**src/sv/mpq_pkg.sv**
```systemverilog
package mpq_pkg;

	// queue geometry
	localparam int DEPTH       = 64;
	localparam int HANDLE_BITS = 9;
	localparam int KEY_W       = 32;
	localparam int CNT_W       = $clog2(DEPTH + 1);
	localparam int CAP_W       = 7;
	localparam int OCC_W       = 7;
	localparam int CMP_W       = (CNT_W > CAP_W) ? CNT_W : CAP_W;

	// reset value of the capacity register
	localparam logic [CAP_W-1:0] CAP_RESET = CAP_W'(64);

	// input word packing: key, then handle, padded to whole bytes
	localparam int IN_BITS  = KEY_W + HANDLE_BITS;
	localparam int IN_W     = ((IN_BITS + 7) / 8) * 8;

	// output word packing: key, handle, empty, full, occupancy
	localparam int OUT_BITS = KEY_W + HANDLE_BITS + 2 + OCC_W;
	localparam int OUT_W    = ((OUT_BITS + 7) / 8) * 8;

	// operation codes carried in s_tuser
	typedef enum logic {
		OP_INSERT = 1'b0,
		OP_REMOVE = 1'b1
	} op_t;

	typedef struct packed {
		logic [KEY_W-1:0]       key;
		logic [HANDLE_BITS-1:0] handle;
	} entry_t;

	// per-cycle command broadcast to every cell
	typedef struct packed {
		logic   ins;
		logic   rem;
		entry_t ent;
	} cell_ctl_t;

endpackage

```
**src/sv/mpq_cell.sv**
```systemverilog
module mpq_cell
	import mpq_pkg::*;
(
	input  logic      clk,
	input  cell_ctl_t ctl,
	input  logic      occupied,
	input  entry_t    prev_ent,
	input  logic      prev_le,
	input  entry_t    next_ent,
	output entry_t    ent,
	output logic      le
);

	entry_t ent_q;
	entry_t ent_d;

	// this cell keeps its entry on insert when its key is not above the new one
	assign le  = occupied && (ent_q.key <= ctl.ent.key);
	assign ent = ent_q;

	// next entry: keep, take the new one, shift from the left or from the right
	always_comb begin
		ent_d = ent_q;
		if (ctl.ins && !le) begin
			if (prev_le) begin
				ent_d = ctl.ent;
			end else begin
				ent_d = prev_ent;
			end
		end else if (ctl.rem) begin
			ent_d = next_ent;
		end
	end

	always_ff @(posedge clk) begin
		ent_q <= ent_d;
	end

endmodule

```
**config.mk**
```make
export PLATFORM = sky130hd
export DESIGN_NAME = mpq_cell
export DESIGN_NICKNAME = d
export VERILOG_FILES = /design/src/sv/mpq_pkg.sv /design/src/sv/mpq_cell.sv
export SDC_FILE = /design/constraint.sdc
export NUM_CORES = 1
export LEC_CHECK = 0
export ABC_CLOCK_PERIOD_IN_PS = 5200
export BUFFER_PORTS_ARGS = -buffer_cell sky130_fd_sc_hd__buf_4
export CAP_MARGIN = 0
export CORE_MARGIN = 5
export CORE_UTILIZATION = 45
export CTS_CLUSTER_DIAMETER = 200
export DETAILED_ROUTE_END_ITERATION = 8
export GPL_TIMING_DRIVEN = 0
export PLACE_DENSITY = 0.85
export SYNTH_ARGS = -nofsm -noshare
export SYNTH_HDL_FRONTEND = slang
export SYNTH_SLANG_ARGS = --single-unit
```
**constraint.sdc**
```tcl
create_clock -name clk -period 5.2 [get_ports clk]
set_input_delay 1.56 -clock clk [delete_from_list [all_inputs] [get_ports clk]]
set_output_delay 1.56 -clock clk [all_outputs]
set_load 0.005 [all_outputs]
```
==> impl_results.md <==
- Sw Ratio: 25.88%
- Most frequent CP cell: buf_4
- Critical Path Sink Type: primary output
- Yosys top cell area share: 40.39%
- Status: completed
- Routed wire length per instance: 16.17 um
- Unrepaired setup endpoints after global routing: false
- Clock Latency Late Sink: 0.29 ns
- Total CTS buffers: 5
- Setup repair bufs after CTS: 0
- Register area: 1231 um^2
- Clk_skew: 0.006552 ns
- Reg-to-reg slack, setup: 1.64 ns
- Yosys warns: 0
- Clk sink count: 41
- PortBufs: 168
- Worst-path clk slew: 0.08 ns
- Layout cell share with drive strength beyond 1: 61.03%
- HPWL Detailed: 6903 um
- TNS Setup: 0 ns
- Post-DRT Antenna Nets: 0
- Synthesis-to-layout area growth: 48.44%
- CTS tree: yes
- Top FF cell, synth: edfxtp_1
- Vias in the first global route: 2811
- CTS Hold Bufs: 0
- Sequential Power Share: 42.3%
- Mapped Avg Cell Area: 12.19 um^2
- Max reg flops: 41
- Die Wd: 92.30 um
- Rows: 30
- Max incr delay on CP: 0.43 ns
- CP arrival: 3.39 ns
- Fin crit share: 95.26%
- Synth Instances: 250
- Mapped cell area: 3048 um^2
- Fin. Hold Viols: 0
- Iter 0 DRT Violations: 26
- Crit Path Category: in -> out
- Pleak: 2.135 nW
- Top post-synthesis cells by area: edfxtp_1, mux2_2, ha_1
- GRT Util Overall: 19.05%
- Die Y: 92.30 um
- Cell accounting for the most synthesized area: edfxtp_1
- DRT Wirelength: 8184 um
- Setup crit start kind: input port
- FMAX: 201.9 MHz
- CTS root buffer: clkbuf_8
- Initial Utilization: 45.62%
- # setup viols final: 0
- DIE AREA: 8519 um^2
- Peak supply drop: 139.8 uV
- Fillers: 525
- HP Class: reg -> reg
- Grt ovf: 0
- Sequential area share after synthesis: 40.39%
- First-pass GRT wire length: 12950 um
- Total Power: 1.033 mW
- Worst Tran Pin Value: 1.002 ns
- Placer congestion estimate: 0.7842
- Most common cell in the netlist: mux2_2
- Antenna violations before repair: 0
- Fin crit period: 4.953 ns
- Clock power frac: 24.8%
- N_diodes: 0
- Largest net degree at the start of global routing: 42
- Core Area: 6681 um^2
- Multi-input gate area: 1634 um^2
- # H-tree levels: 2
- Async set-or-reset flop fraction in the synthesized netlist: 0%
- Clock Path Buffers: 2
- Max cap viols: 0
- Nets: 585
- Slew HR: 33.23%
- DR vias/cell: 5.010
- Crit Path Max Fanout: 3
- Yosys reg bits: 41
- DRC: 0
- Pre-antenna DRT Iters: 4
- # IOs: 170
- Via count: 2535
- Syn Nets: 410
- Internal Power: 0.7656 mW
- CTS resizes: 0
- CP Cell Sequence: buf_4, inv_1, ha_1, nand4_1, or3_4, a211o_1, a31oi_1, o21bai_1, and2_1, buf_4
- Post-synth EDFFs: 41
- Critical-path top delay cell: or3_4
- Commonest cells post-synth: mux2_2, edfxtp_1, inv_1
- PwrDens: 228.3 nW/um^2
- Worst EP required: 3.64 ns
- Comb power frac: 32.9%
- Switching power total: 0.2673 mW
- Max-slew violation count: 0
- Netlist cell types: 30
## final timing paths
check / start / to / cells after the start
setup / recovery: ctl[23] / le / 10
setup reg to reg: ent[24] / ent[39] / 9
hold reg to reg: ent[40] / ent[40] / 6
hold / removal: ent[40] / ent[40] / 6
## cell usage in the layout (no fill, tap or decap), types with 4 or more instances in the layout
cell type,netlist,routed
mux2_2,78,78
clkbuf_1,5,5
a21oi_1,12,12
mux2_1,4,4
nand4_1,6,6
inv_1,33,33
clkbuf_8,0,5
nand2_1,9,9
o21ai_0,4,4
buf_6,4,4
edfxtp_1,41,41
ha_1,32,32
buf_4,0,168
## cells by family after synthesis
group	Yosys count	synth area share (%)
fa+ha+maj	32	13.14
buf+inv	42	6.158
flops	41	40.39
simple gates	27	4.476
mux	82	30.30
compound gates	26	5.543
## routing by layer
layer / global-route usage [%] / share of wire [%] / routed length, um / vias to the layer above
met4: 4.703 / 1.3 / 110 / 0
met1: 19.53 / 36 / 2930 / 1168
met2: 36.98 / 55 / 4480 / 85
met3: 6.011 / 8.1 / 661 / 10
li1: - / - / - / 1272
met5: 0 / 0 / 0 / -
## layout make-up
type,instances,area share [%]
inverter,33,2.738
clock buffer,5,1.521
buffer,9,1.410
tap,80,2.212
clock inverter,3,0.9126
multi-input combinational,167,36.12
timing repair buffer,168,27.88
sequential,41,27.21
## power groups by stage
| stage | combinational, mW | sequential, mW | clock [mW] |
|---|---|---|---|
| after global routing | 0.378 | 0.442 | 0.276 |
| after floorplan | 0.163 | 0.446 | 0 |
| after CTS | 0.346 | 0.437 | 0.263 |
| after global placement | 0.336 | 0.442 | 0 |
| after detailed placement | 0.345 | 0.444 | 0 |
| final | 0.340 | 0.437 | 0.256 |
## worst max-delay path, delay by kind of cell
family          cells  cell delay [ns]
simple gates        3             0.74
compound gates      3             0.54
buf+inv             3             0.26
fa+ha+maj           1             0.30
## through the flow
step	setup WS (ns)	util [%]	instances	hold slack, ns	cell area, um^2
after floorplan	0.5680	-	250	1.248	3048
after global placement	0.2004	65.99	498	1.393	4409
after detailed placement	0.1690	65.99	498	1.437	4409
after CTS	0.1653	67.64	506	1.448	4519
after global routing	0.03744	67.72	506	1.511	4524
final	0.2465	67.72	506	1.419	4524
No activity file was read; power rests on OpenSTA's default activity.
